===== src/design/dgdh_pkg.sv =====
// Package for the differential-drive command gate: widths, limits and codes.
// It stands alone and is used by every module of the block.
`default_nettype none
package dgdh_pkg;

  localparam int SpeedW = 22;
  localparam int InSpeedW = 20;
  localparam int AgeW = 24;
  localparam int ElapsedW = 10;
  localparam int WidthW = 16;
  localparam int CountW = 10;
  localparam int CfgIdxW = 4;

  localparam logic [AgeW-1:0] AGE_MAX = {AgeW{1'b1}};
  localparam logic [CountW-1:0] HOLD_REFRESH = 10'd64;

  typedef logic [CfgIdxW-1:0] cfg_idx_t;
  localparam cfg_idx_t REG_WHEEL_WIDTH = 4'd0;
  localparam cfg_idx_t REG_TIMEOUT = 4'd1;
  localparam cfg_idx_t REG_ENABLED = 4'd2;
  localparam cfg_idx_t REG_LOCKED = 4'd3;

  typedef enum logic [1:0] {
    RSN_DRIVE = 2'd0,
    RSN_ENGAGE = 2'd1,
    RSN_REFRESH = 2'd2
  } reason_t;

  localparam logic [WidthW-1:0] WHEEL_WIDTH_RESET = 16'd4096;
  localparam logic [WidthW-1:0] TIMEOUT_RESET = 16'd1000;

endpackage
`default_nettype wire


===== src/design/dgdh_wheel_calc.sv =====
// Wheel speed calculation: linear speed minus and plus half the track width
// times the angular speed, rounded and saturated. Uses dgdh_pkg.
`default_nettype none
module dgdh_wheel_calc (
  input  wire logic signed [dgdh_pkg::InSpeedW-1:0] linear,
  input  wire logic signed [dgdh_pkg::InSpeedW-1:0] angular,
  input  wire logic        [dgdh_pkg::WidthW-1:0]   wheel_width,
  output logic signed      [dgdh_pkg::SpeedW-1:0]   left_wheel,
  output logic signed      [dgdh_pkg::SpeedW-1:0]   right_wheel
);
  import dgdh_pkg::*;

  logic signed [36:0] prod;
  logic signed [36:0] rounded;
  logic signed [23:0] term;
  logic signed [24:0] left_full;
  logic signed [24:0] right_full;

  function automatic logic [SpeedW-1:0] sat22(input logic [24:0] v);
    logic [SpeedW-1:0] r;
    if ((v[24:21] == 4'b0000) || (v[24:21] == 4'b1111)) begin
      r = v[SpeedW-1:0];
    end else if (v[24]) begin
      r = {1'b1, {(SpeedW-1){1'b0}}};
    end else begin
      r = {1'b0, {(SpeedW-1){1'b1}}};
    end
    return r;
  endfunction

  // Half the width is folded into the rounding shift of the Q.12 product.
  assign prod = 37'(angular) * 37'($signed({1'b0, wheel_width}));
  assign rounded = prod + 37'sd4096;
  assign term = rounded[36:13];
  assign left_full = {{5{linear[InSpeedW-1]}}, linear} - {term[23], term};
  assign right_full = {{5{linear[InSpeedW-1]}}, linear} + {term[23], term};
  assign left_wheel = sat22(left_full);
  assign right_wheel = sat22(right_full);

endmodule
`default_nettype wire


===== src/design/drive_gate_with_deadman_hold.sv =====
// Top level of the differential-drive command gate with dead man's switch and hold.
// Depends on dgdh_pkg and dgdh_wheel_calc.
//
// Use: each input transfer is either a speed command (cmd = 1) or a tick of
// elapsed time (cmd = 0). Every input transfer yields exactly one output
// transfer carrying send, reason, wheel speeds, command age and the stopped flag.
// Items are accepted on in_valid with in_stall low; results leave on out_valid
// with out_stall low. The configuration channel (cfg_valid, cfg_ready, cfg_index,
// cfg_data) is always ready; indexes beyond the register list are ignored.
// Each item passes through the input register, then through the speed multiplier and
// state update into the result register. Throughput is one item per cycle while the
// receiver takes results.
// When the receiver stalls, the result register holds, the input register fills
// and then in_stall rises until the result is taken.
// Reset clears both pipeline stages, the age, the flags and the refresh count,
// and loads the registers with their defaults (width 1.0 m, timeout 1000 ms,
// enabled, not locked).
`default_nettype none
module drive_gate_with_deadman_hold (
  input  wire logic                                  clk,
  input  wire logic                                  rst,
  input  wire logic                                  in_valid,
  output logic                                       in_stall,
  input  wire logic                                  cmd,
  input  wire logic signed [dgdh_pkg::InSpeedW-1:0]  linear,
  input  wire logic signed [dgdh_pkg::InSpeedW-1:0]  angular,
  input  wire logic        [dgdh_pkg::ElapsedW-1:0]  elapsed_ms,
  input  wire logic                                  cfg_valid,
  output logic                                       cfg_ready,
  input  wire logic        [dgdh_pkg::CfgIdxW-1:0]   cfg_index,
  input  wire logic        [dgdh_pkg::WidthW-1:0]    cfg_data,
  output logic                                       out_valid,
  input  wire logic                                  out_stall,
  output logic                                       send,
  output logic             [1:0]                     reason,
  output logic signed      [dgdh_pkg::SpeedW-1:0]    left_wheel,
  output logic signed      [dgdh_pkg::SpeedW-1:0]    right_wheel,
  output logic             [dgdh_pkg::AgeW-1:0]      command_age,
  output logic                                       is_stopped
);
  import dgdh_pkg::*;

  logic [WidthW-1:0] wheel_width;
  logic [WidthW-1:0] drive_timeout_ms;
  logic drive_enabled;
  logic drive_locked;

  logic [AgeW-1:0] age_ms;
  logic moving_flag;
  logic stopped_flag;
  logic holding_flag;
  logic [CountW-1:0] refresh_count;

  logic s1_valid;
  logic s1_cmd;
  logic signed [InSpeedW-1:0] s1_linear;
  logic signed [InSpeedW-1:0] s1_angular;
  logic [ElapsedW-1:0] s1_elapsed;

  logic advance;
  logic step;

  logic signed [SpeedW-1:0] calc_left;
  logic signed [SpeedW-1:0] calc_right;

  logic [AgeW-1:0] age_ms_next;
  logic moving_flag_next;
  logic stopped_flag_next;
  logic holding_flag_next;
  logic [CountW-1:0] refresh_count_next;
  logic send_next;
  reason_t reason_next;
  logic signed [SpeedW-1:0] left_next;
  logic signed [SpeedW-1:0] right_next;

  logic [AgeW:0] age_sum;
  logic [AgeW-1:0] age_sat;
  logic trip;
  logic stopped_tick;
  logic hold_wanted;
  logic [CountW-1:0] count_inc;
  logic drive_ok;

  assign advance = !out_valid || !out_stall;
  assign step = s1_valid && advance;
  assign in_stall = s1_valid && !advance;
  assign cfg_ready = 1'b1;

  dgdh_wheel_calc u_wheel_calc (
    .linear      (s1_linear),
    .angular     (s1_angular),
    .wheel_width (wheel_width),
    .left_wheel  (calc_left),
    .right_wheel (calc_right)
  );

  always_comb begin
    drive_ok = drive_enabled && !drive_locked;
    age_sum = {1'b0, age_ms} + {{(AgeW + 1 - ElapsedW){1'b0}}, s1_elapsed};
    age_sat = age_sum[AgeW] ? AGE_MAX : age_sum[AgeW-1:0];
    trip = moving_flag && (drive_timeout_ms != '0) &&
           (age_sat > {{(AgeW - WidthW){1'b0}}, drive_timeout_ms});
    stopped_tick = stopped_flag || trip;
    hold_wanted = drive_enabled && (drive_locked || stopped_tick);
    count_inc = refresh_count + 1'b1;

    age_ms_next = age_ms;
    moving_flag_next = moving_flag;
    stopped_flag_next = stopped_flag;
    holding_flag_next = holding_flag;
    refresh_count_next = refresh_count;
    send_next = 1'b0;
    reason_next = RSN_DRIVE;
    left_next = '0;
    right_next = '0;

    if (s1_cmd) begin
      age_ms_next = '0;
      if (drive_ok) begin
        stopped_flag_next = 1'b0;
        moving_flag_next = (s1_linear != '0) || (s1_angular != '0);
        send_next = 1'b1;
        left_next = calc_left;
        right_next = calc_right;
      end
    end else begin
      age_ms_next = age_sat;
      moving_flag_next = moving_flag && !trip;
      stopped_flag_next = stopped_tick;
      if (!hold_wanted) begin
        holding_flag_next = 1'b0;
      end else if (holding_flag) begin
        if (count_inc >= HOLD_REFRESH) begin
          refresh_count_next = '0;
          send_next = 1'b1;
          reason_next = RSN_REFRESH;
        end else begin
          refresh_count_next = count_inc;
        end
      end else begin
        holding_flag_next = 1'b1;
        refresh_count_next = '0;
        moving_flag_next = 1'b0;
        send_next = 1'b1;
        reason_next = RSN_ENGAGE;
      end
    end
  end

  always_ff @(posedge clk) begin
    if (rst) begin
      wheel_width <= WHEEL_WIDTH_RESET;
      drive_timeout_ms <= TIMEOUT_RESET;
      drive_enabled <= 1'b1;
      drive_locked <= 1'b0;
    end else if (cfg_valid && cfg_ready) begin
      unique case (cfg_index)
        REG_WHEEL_WIDTH: wheel_width <= cfg_data;
        REG_TIMEOUT:     drive_timeout_ms <= cfg_data;
        REG_ENABLED:     drive_enabled <= cfg_data[0];
        REG_LOCKED:      drive_locked <= cfg_data[0];
        default: begin
        end
      endcase
    end
  end

  always_ff @(posedge clk) begin
    if (rst) begin
      s1_valid <= 1'b0;
    end else if (!in_stall) begin
      s1_valid <= in_valid;
    end
  end

  always_ff @(posedge clk) begin
    if (in_valid && !in_stall) begin
      s1_cmd <= cmd;
      s1_linear <= linear;
      s1_angular <= angular;
      s1_elapsed <= elapsed_ms;
    end
  end

  always_ff @(posedge clk) begin
    if (rst) begin
      age_ms <= '0;
      moving_flag <= 1'b0;
      stopped_flag <= 1'b0;
      holding_flag <= 1'b0;
      refresh_count <= '0;
      out_valid <= 1'b0;
    end else begin
      if (advance) begin
        out_valid <= s1_valid;
      end
      if (step) begin
        age_ms <= age_ms_next;
        moving_flag <= moving_flag_next;
        stopped_flag <= stopped_flag_next;
        holding_flag <= holding_flag_next;
        refresh_count <= refresh_count_next;
      end
    end
  end

  always_ff @(posedge clk) begin
    if (step) begin
      send <= send_next;
      reason <= reason_next;
      left_wheel <= left_next;
      right_wheel <= right_next;
      command_age <= age_ms_next;
      is_stopped <= stopped_flag_next;
    end
  end

endmodule
`default_nettype wire


===== config.mk =====
export PLATFORM = sky130hd
export DESIGN_NAME = drive_gate_with_deadman_hold
export DESIGN_NICKNAME = d
export VERILOG_FILES = /design/src/design/dgdh_pkg.sv /design/src/design/dgdh_wheel_calc.sv /design/src/design/drive_gate_with_deadman_hold.sv
export SDC_FILE = /design/constraint.sdc
export NUM_CORES = 1
export LEC_CHECK = 0
export ABC_AREA = 1
export BUFFER_PORTS_ARGS = -buffer_cell sky130_fd_sc_hd__buf_2
export CORE_MARGIN = 2
export CORE_UTILIZATION = 35
export DETAILED_ROUTE_END_ITERATION = 16
export GPL_TIMING_DRIVEN = 0
export PLACE_DENSITY = 0.58
export SYNTH_ARGS = -nofsm -noshare
export SYNTH_HDL_FRONTEND = slang
export SYNTH_SLANG_ARGS = --single-unit

===== constraint.sdc =====
create_clock -name clk -period 7.2 [get_ports clk]
set_input_delay 1.44 -clock clk [delete_from_list [all_inputs] [get_ports clk]]
set_output_delay 1.44 -clock clk [all_outputs]
set_load 0.005 [all_outputs]

=== Yosys cells after proc, flatten, opt, wreduce, memory -nomap -nowiden ===
Cells that the tools add are included.

* Register bits after elaboration: 196
* Latch bits: 0
* Memory bits (writable): 0
* Memory bits (read-only): 0
* Output and inout bits: 75
* Logic and storage cells: 97
* Memories kept: 0

* Add/subtract/negate cells: 5
* $mul: 1
* Divide/modulo/power cells: 0
* Magnitude comparators: 2
* Eq/ne operators: 6
* Shift-type cells: 0
* Muxes and demuxes: 22
* Bitwise logic cells: 3
* Reductions and logical operators: 36

{| class="wikitable"
|+ Operators by type and width
! kind !! number
|-
| $mux W22 || 4
|-
| $mux W24 || 2
|-
| $reduce_bool A20 Y1 || 2
|-
| $add A37 B14 Y37 const B || 1
|-
| $mul A20 B17 Y37 || 1
|-
| $add A20 B24 Y25 || 1
|-
| $add A24 B10 Y25 || 1
|-
| $sub A20 B24 Y25 || 1
|-
| $gt A24 B16 Y1 || 1
|-
| $mux W10 || 2
|-
| $reduce_bool A16 Y1 || 1
|-
| $reduce_and A2 Y1 || 7
|-
| $mux W1 || 13
|-
| $logic_not A4 Y1 || 3
|-
| $add A10 B1 Y10 const B || 1
|-
| $ge A10 B7 Y1 const B || 1
|-
| $eq A4 B2 Y1 const B || 2
|-
| $eq A4 B4 Y1 const B || 2
|-
| $logic_and A1 B1 Y1 || 8
|-
| $logic_not A1 Y1 || 6
|-
| $logic_or A1 B1 Y1 || 6
|-
| $eq A4 B1 Y1 const B || 1
|-
| $not A1 Y1 || 3
|-
| $reduce_and A3 Y1 || 1
|-
| 4 further kinds || 4
|}

=== Longest topological paths before layout ===
Gate-level depths: netlist of run 1.

* Depth in word-level cells: 9
* Gate-level depth with buffers: 42

=== Modules after synthesis ===
A second synthesis of run 1 with hierarchy kept.

* Cell total of the unflattened synthesis: 3531
* Area total of the unflattened synthesis: 26381.6 µm²

{| class="wikitable"
|+ Modules (own cells, without submodules)
! module !! instances !! cells each !! area each (µm²) !! seq. area each (µm²)
|-
| dgdh_wheel_calc || 1 || 2550 || 17392.9 || 0.0
|-
| drive_gate_with_deadman_hold || 1 || 981 || 8988.6 || 5154.9
|}

=== Worst setup path after synthesis of run 1 ===
No wires, ideal clock.

* Path kind: register to register
* Start: reg s1_angular[19]
* End: reg right_wheel[12] in the netlist's numbering, data pin
* Data arrival time: 7287 ps
* Required time: 6930 ps
* Path slack: -357 ps
* Stages on the path, launching flop included: 36
* Path buffers: 3
* Period minus slack after synthesis: 7557 ps
* Path through: edfxtp_1 -> clkbuf_1 -> clkbuf_1 -> nand2_1 -> fa_1 -> fa_1 -> inv_1 -> fa_1 -> fa_1 -> fa_1 -> inv_1 -> fa_1 -> inv_1 -> ha_1 -> a21oi_1 -> inv_1 -> a21oi_1 -> nor2_1 -> a2111oi_0 -> nand3b_1 -> nand2_1 -> inv_1 -> ha_1 -> inv_1 -> nor3_2 -> nand2_1 -> nor4_1 -> nand2_1 -> nand3_1 -> xor2_2 -> nor2_1 -> nand2_1 -> nand2_1 -> buf_4 -> nand2_1 -> a21oi_1

* Longest elaborated chain between the ends: 6
* Elaborated cells on any way between the ends: 8

{| class="wikitable"
|+ RTL lines
! element !! line !! RTL
|-
| start, declared || drive_gate_with_deadman_hold.sv:57 || <nowiki>logic signed [InSpeedW-1:0] s1_angular;</nowiki>
|-
| start signal, assigned || drive_gate_with_deadman_hold.sv:180 || <nowiki>s1_angular <= angular;</nowiki>
|-
| $mul A20 B17 Y37 * || dgdh_wheel_calc.sv:32 || <nowiki>assign prod = 37'(angular) * 37'($signed({1'b0, wheel_width}));</nowiki>
|-
| $add A37 B14 Y37 * || dgdh_wheel_calc.sv:33 || <nowiki>assign rounded = prod + 37'sd4096;</nowiki>
|-
| $add A20 B24 Y25 * || dgdh_wheel_calc.sv:36 || <nowiki>assign right_full = {{5{linear[InSpeedW-1]}}, linear} + {term[23], term};</nowiki>
|-
| $eq A4 B4 Y1 / $logic_not A4 Y1 (equally long branches) || dgdh_wheel_calc.sv:21 || <nowiki>if ((v[24:21] == 4'b0000) || (v[24:21] == 4'b1111)) begin</nowiki>
|-
| $logic_or A1 B1 Y1 || dgdh_wheel_calc.sv:21 ||
|-
| $mux W22 * || dgdh_wheel_calc.sv:21 ||
|-
| end signal, assigned || drive_gate_with_deadman_hold.sv:212 || <nowiki>right_wheel <= right_next;</nowiki>
|-
| end, declared || drive_gate_with_deadman_hold.sv:37 || <nowiki>output logic signed [dgdh_pkg::SpeedW-1:0] right_wheel,</nowiki>
|}

Mark *: on every way between the ends. The rest lies on a longest branch, timed or not.
A chain may end at the register's enable or synchronous reset.

=== Worst setup path after layout of run 1 ===
* Start: reg s1_angular[19]
* End: reg left_wheel[12] in the netlist's numbering, data pin

* Longest elaborated chain between the ends: 6
* Elaborated cells on any way between the ends: 8

{| class="wikitable"
|+ RTL lines
! element !! line !! RTL
|-
| $mul A20 B17 Y37 * || dgdh_wheel_calc.sv:32 ||
|-
| $add A37 B14 Y37 * || dgdh_wheel_calc.sv:33 ||
|-
| $sub A20 B24 Y25 * || dgdh_wheel_calc.sv:35 || <nowiki>assign left_full = {{5{linear[InSpeedW-1]}}, linear} - {term[23], term};</nowiki>
|-
| $eq A4 B4 Y1 / $logic_not A4 Y1 (equally long branches) || dgdh_wheel_calc.sv:21 ||
|-
| $logic_or A1 B1 Y1 || dgdh_wheel_calc.sv:21 ||
|-
| $mux W22 * || dgdh_wheel_calc.sv:21 ||
|-
| end signal, assigned || drive_gate_with_deadman_hold.sv:211 || <nowiki>left_wheel <= left_next;</nowiki>
|-
| end, declared || drive_gate_with_deadman_hold.sv:36 || <nowiki>output logic signed [dgdh_pkg::SpeedW-1:0] left_wheel,</nowiki>
|}

Marked as above.

==> metrics.cfg, run 1 <==
[synth]
synth_edf_count=123
synth_adder_area_share=0.356
synth_nets=3753
syn_area_um2=24700
ys_warn_count=0
synth_top_family_by_area=adder cells
synth_seq_area_share=0.209
muxShareOfSynthArea=0
ys_ff_latch=196
netlist_top_cells_count=inv_1 (868), nand2_1 (713), fa_1 (323)
postSynthCellCount=3169
synthTopCellsByArea=fa_1 (26%), edfxtp_1 (15%), inv_1 (13%), nand2_1 (11%), ha_1 (9.4%)
yosysMostFrequentCell=inv_1
synth_top_area_cell=fa_1
synth_compound_area_frac=0.0781
synth_top_area_frac=0.262
ys_types=56
synth_xor_area_frac=0.0322
synthArstFlopShare=0
synthSimpleGateAreaFrac=0.170
synthFlopType=edfxtp_1
postSynthAreaPerCell_um2=7.79

[clock_tree]
postCtsHoldBufs=0
htreeDepth=4
cts_root_buffer=clkbuf_16
cts_buffers=17
clk_path_buf_depth=2
cts_tree=yes
clkSinkCount=196
clk_latency_ps=510
clkTransAtPathRegs_ps=90

[floorplan]
die_height_um=270
ios=151
core.rowCount=97
die-area_um2=72700
die_w_um=270
coreArea_um2=69900
initial_utilization=0.353

[timing]
maxSlewViolCount=0
holdWs_ps=438
fmax_mhz=129
skew_ps=25.0
rsz0062_at_grt=yes
hold_viol=0
max_slew_margin=0.412
worst_slack_ps=-534
setup_viol=44
min_period_ps=7730
period_share=1.07
tightest_slew_ps=883

[status]
violations=negative setup slack
status=complete, but fails checks

[route]
viasPerCell=4.72
drt_wl_total_um=74900
vias=20900
avgRoutedWirePerCell_um=16.9
dr.pass1.iters=5
drc=0
drt_iter0_drc=1314
antenna_left=0

[pwr]
power.density_nw_per_um2=189
seq_power_share=0.235
clockPowerShare=0.170
irDropWorstVdd_mv=0.186
intPower_mw=3.30
switching_share=0.442
combPwrFrac=0.594
p_sw_mw=2.61
p_leak_nw=16.6

[setup_path]
max_stage_delay_ps=560
cpMaxStageDelayCell=fa_1
critPathRequiredTime_ps=7410
crit_type=flip-flop to flip-flop
path_common_cell=fa_1
worstPathMaxFanout=8
cp-start-kind=flip-flop
end_kind=flip-flop
crit_arrival_ps=7940

[hold_path]
hp-class=flip-flop to flip-flop

[global_route]
grt_util_all_layers=0.204
grt_pass1_wl_um=116000
grt_max_degree=51
grt_pass1_vias=21100
antenna_found_initial=2
grt_overflow=0

[placement]
detailed_place_hpwl_um=57900
port_buffers=148
post_dp_cell_area_um2=26700
place.gp.congestion=0.921
dp_cells=4259

[finish]
finalNonFillerCells=4431
fin_area_um2=31300
fin_nets=4060
drive_gt1_frac=0.259
syn_to_final_growth_pct=26.9

[flow_run]
drv_cap=0

[per-layer routing]
| layer | track usage | routed length [µm] | up-vias |
|---|---|---|---|
| li1 | - | - | 10100 |
| met1 | 0.268 | 33400 | 10200 |
| met2 | 0.343 | 35700 | 540 |
| met3 | 0.0314 | 3560 | 109 |
| met4 | 0.0694 | 2270 | 0 |
| met5 | 0 | 0 | - |
[final timing paths]
check / end / slack, ps / startpoint / cells after the start
worst max-delay path: left_wheel[12] / -530 / s1_angular[19] / 37
worst min-delay path: refresh_count[7] / 440 / refresh_count[7] / 2
worst max register to register: left_wheel[12] / -530 / s1_angular[19] / 37
worst min register to register: refresh_count[7] / 440 / refresh_count[7] / 2
[area by class of cell]
type                       instances  area [µm²]
sequential                       196        5160
inverter                         880        3350
antenna                            2        5.00
tap                              940        1180
fill                            6872       38600
multi-input combinational       1971       18000
timing repair buffer             306        2140
buffer                           104         943
clock buffer                      21         482
clock inverter                    11         128
[kinds of logic (layout without fill, tap and decap cells)]
logic type	count (synthesis)	after routing
other	1	3
DFF	196	196
xor gates and xnor gates	89	89
AOI/OAI and AO/OA	353	353
buffers and inverters	1002	1322
adders and majority gates	508	508
and+or+nand+nor	1020	1020
[power by group through the flow]
stage | Sequential, mW | Combinational [mW] | Clock, mW
finish | 1.39 | 3.52 | 1.01
detailed placement | 1.41 | 2.20 | 0
global route | 1.40 | 3.81 | 1.07
floorplan | 1.41 | 1.58 | 0
global placement | 1.41 | 2.17 | 0
CTS | 1.39 | 2.96 | 1.04
[worst max-delay path, delay by kind of cell, from the launching register on]
kind                       cells  cell delay, ps
and+or+nand+nor                8             700
xor gates and xnor gates       1             220
adders and majority gates      8            3550
DFF                            1             420
buffers and inverters         12            1400
AOI/OAI and AO/OA              8            1110
[registers in the layout, indices dropped and copies added (netlist names), 16 cells and up]
| register | flops |
|---|---|
| age_ms | 24 |
| command_age | 24 |
| drive_timeout_ms | 16 |
| left_wheel | 22 |
| right_wheel | 22 |
| s1_angular | 20 |
| s1_linear | 20 |
| wheel_width | 16 |
[stage by stage]
stage               worst slack (ps)   util  total power, mW  setup TNS [ps]
floorplan                      -20.7      -             2.99            -411
global placement               -1630  0.381             3.58          -68050
detailed placement             -1690  0.382             3.60          -70500
CTS                             -491  0.427             5.39          -19910
global route                    -778  0.448             6.29          -31590
finish                          -534  0.448             5.91          -21330
[layout by cell type (no fill, tap or decap), types with 20 or more instances in the layout]
cell type,netlist,layout
dfxtp_1,73,69
nand2_1,713,619
fa_1,323,298
buf_6,4,47
fa_2,0,25
ha_1,185,147
nand4_1,20,20
nor2_1,136,103
buf_2,17,155
nor2_2,6,24
clkbuf_16,0,23
xor2_1,76,60
ha_4,0,35
inv_1,868,798
o21ai_0,88,63
nand2_2,8,80
buf_4,5,126
inv_2,9,68
edfxtp_1,123,123
clkbuf_1,93,27
a21oi_2,2,74
a21oi_1,199,109
nand3_1,68,54
[timing repair]
action,CTS,global route
gates cloned,7,1
endpoints found under the setup margin,44,44
resized for setup,464,324
buffers inserted,91,57
pin swaps,99,185
(Power assumes the default switching activity.)
==> run 2: changes to the inputs <==
--- a/config.mk
+++ b/config.mk
@@ -6,12 +6,13 @@
 export NUM_CORES = 1
 export LEC_CHECK = 0
 export ABC_AREA = 1
-export BUFFER_PORTS_ARGS = -buffer_cell sky130_fd_sc_hd__buf_2
+export ABC_CLOCK_PERIOD_IN_PS = 8500
+export BUFFER_PORTS_ARGS = -buffer_cell sky130_fd_sc_hd__buf_4
 export CORE_MARGIN = 2
 export CORE_UTILIZATION = 35
 export DETAILED_ROUTE_END_ITERATION = 16
 export GPL_TIMING_DRIVEN = 0
-export PLACE_DENSITY = 0.58
+export PLACE_DENSITY = 0.56
 export SYNTH_ARGS = -nofsm -noshare
 export SYNTH_HDL_FRONTEND = slang
 export SYNTH_SLANG_ARGS = --single-unit
==> constraint.sdc (replaced) <==
create_clock -name clk -period 8.5 [get_ports clk]
set_input_delay 1.7 -clock clk [delete_from_list [all_inputs] [get_ports clk]]
set_output_delay 1.7 -clock clk [all_outputs]
set_load 0.005 [all_outputs]
==> metrics.cfg, run 2 (synthesis gave the netlist of run 1 again) <==
[floorplan]
ios=151  ; unchanged
die-area_um2=72700  ; unchanged
die_w_um=270  ; unchanged
initial_utilization=0.353  ; unchanged
core.rowCount=97  ; unchanged
coreArea_um2=69900  ; unchanged
die_height_um=270  ; unchanged

[route]
drt_iter0_drc=1187  ; was 1314
avgRoutedWirePerCell_um=16.5  ; was 16.9 µm
drc=0  ; unchanged
viasPerCell=4.62  ; was 4.72
vias=19900  ; was 20900
antenna_left=0  ; unchanged
dr.pass1.iters=6  ; was 5
drt_wl_total_um=71000  ; was 74900 µm

[setup_path]
max_stage_delay_ps=600  ; was 560 ps
rr_startpoint=s1_angular[15]  ; was s1_angular[19]
r2r_slack_ps=290  ; was -530 ps
r2r-end=left_wheel[4]  ; was left_wheel[12]
end_kind=flip-flop  ; unchanged
worstPathMaxFanout=10  ; was 8
path_common_cell=inv_1  ; was fa_1
crit_type=flip-flop to flip-flop  ; unchanged
setup.worst_path.end=left_wheel[4]  ; was left_wheel[12]
cp-start-kind=flip-flop  ; unchanged
crit_arrival_ps=8440  ; was 7940 ps
startpoint=s1_angular[15]  ; was s1_angular[19]
cpMaxStageDelayCell=fa_1  ; unchanged
rr_worst_depth=33  ; was 37
critPathRequiredTime_ps=8730  ; was 7410 ps

[status]
status=finished, final reports clean  ; was complete, but fails checks

[timing]
period_share=0.966  ; was 1.07
max_slew_margin=0.406  ; was 0.412
finalSetupTns_ps=0  ; was -21330 ps
min_period_ps=8210  ; was 7730 ps
maxSlewViolCount=0  ; unchanged
skew_ps=31.6  ; was 25.0 ps
hold_viol=0  ; unchanged
setup_viol=0  ; was 44
tightest_slew_ps=891  ; was 883 ps
holdWs_ps=448  ; was 438 ps
fmax_mhz=122  ; was 129 MHz

[finish]
final_common_cell=inv_1  ; unchanged
drive_gt1_frac=0.119  ; was 0.259
fin_nets=3937  ; was 4060
fin_area_um2=28300  ; was 31300 µm²
fill_cells=7273  ; was 6872
reg_top3=age_ms: 24 flops, command_age: 24 flops  ; unchanged
layout_common_cells=inv_1 (863), nand2_1 (709), fa_1 (321)  ; was inv_1 (798), nand2_1 (619), fa_1 (298)
syn_to_final_growth_pct=14.5  ; was 26.9%

[hold_path]
hp-start=refresh_count[7]  ; unchanged
hold_path_depth=2  ; unchanged
hp-class=flip-flop to flip-flop  ; unchanged

[global_route]
grt_max_degree=52  ; was 51
grt_util_all_layers=0.199  ; was 0.204
antenna_found_initial=1  ; was 2
grt_pass1_wl_um=113000  ; was 116000 µm
grt_pass1_vias=20300  ; was 21100
grt_overflow=0  ; unchanged

[clock_tree]
clkSinkCount=196  ; unchanged
clk_path_buf_depth=2  ; unchanged
cts_buffers=17  ; unchanged
clk_latency_ps=520  ; was 510 ps
clkTransAtPathRegs_ps=110  ; was 90 ps
cts_root_buffer=clkbuf_16  ; unchanged
htreeDepth=4  ; unchanged
cts_tree=yes  ; unchanged
postCtsHoldBufs=0  ; unchanged

[placement]
detailed_place_hpwl_um=58100  ; was 57900 µm
port_buffers=148  ; unchanged
place.gp.congestion=0.916  ; was 0.921
post_dp_cell_area_um2=27000  ; was 26700 µm²

[pwr]
irDropWorstVdd_mv=0.124  ; was 0.186 mV
p_leak_nw=15.7  ; was 16.6 nW
power.total_mw=4.08  ; was 5.91 mW
power.density_nw_per_um2=144  ; was 189 nW/µm²

[flow_run]
drv_cap=0  ; unchanged

-- run 2: what timing repair did --
item,in CTS,in global routing
pin swaps,0,8
setup buffers,23,13
resized for setup,52,110
setup endpoints to repair,44,42
-- run 2: power breakdown --
| group | internal [mW] | switching, mW |
|---|---|---|
| Clock | 0.429 | 0.468 |
| Combinational | 0.736 | 1.27 |
| Sequential | 1.13 | 0.0435 |
| Total | 2.30 | 1.78 |
-- run 2: metal layers --
layer	routed length (µm)	track usage	share of wire
met4	1690	0.0547	0.024
met5	0	0	0
met2	33000	0.330	0.46
met3	3660	0.0335	0.051
met1	32700	0.268	0.46
-- run 2: worst max-delay path, delay by kind of cell, from the launching register on --
family | cells | cell delay [ps]
compound gates | 5 | 870
xor+xnor | 1 | 170
fa+ha+maj | 8 | 3770
buf+inv | 9 | 1010
flops | 1 | 510
simple gates | 10 | 1600
-- run 2: layout make-up --
type                            count  area [µm²]  share of cell area
Antenna cell                        1        2.50           0.0000885
Buffer                            102         567              0.0200
Clock buffer                       17         425              0.0150
Clock inverter                     15         205             0.00725
Inverter                          880        3310               0.117
Multi-Input combinational cell   1971       16000               0.566
Sequential cell                   196        5160               0.182
Tap cell                          940        1180              0.0416
Timing Repair Buffer              185        1420              0.0501
-- run 2: worst min path at each step --
stage,end,slack [ps]
2_1_floorplan,refresh_count[7],420
3_3_place_gp,refresh_count[7],430
3_5_place_dp,refresh_count[7],440
4_1_cts,refresh_count[7],450
5_1_grt,refresh_count[7],480
6_report,refresh_count[7],450
-- run 2: per-stage QoR --
| stage | util | worst slack [ps] | instances |
|---|---|---|---|
| global placement | 0.386 | -977 | 4257 |
| floorplan | - | 943 | 3169 |
| CTS | 0.399 | 4.27 | 4294 |
| global route | 0.405 | -43.6 | 4307 |
| finish | 0.405 | 291 | 4307 |
| detailed placement | 0.386 | -971 | 4258 |
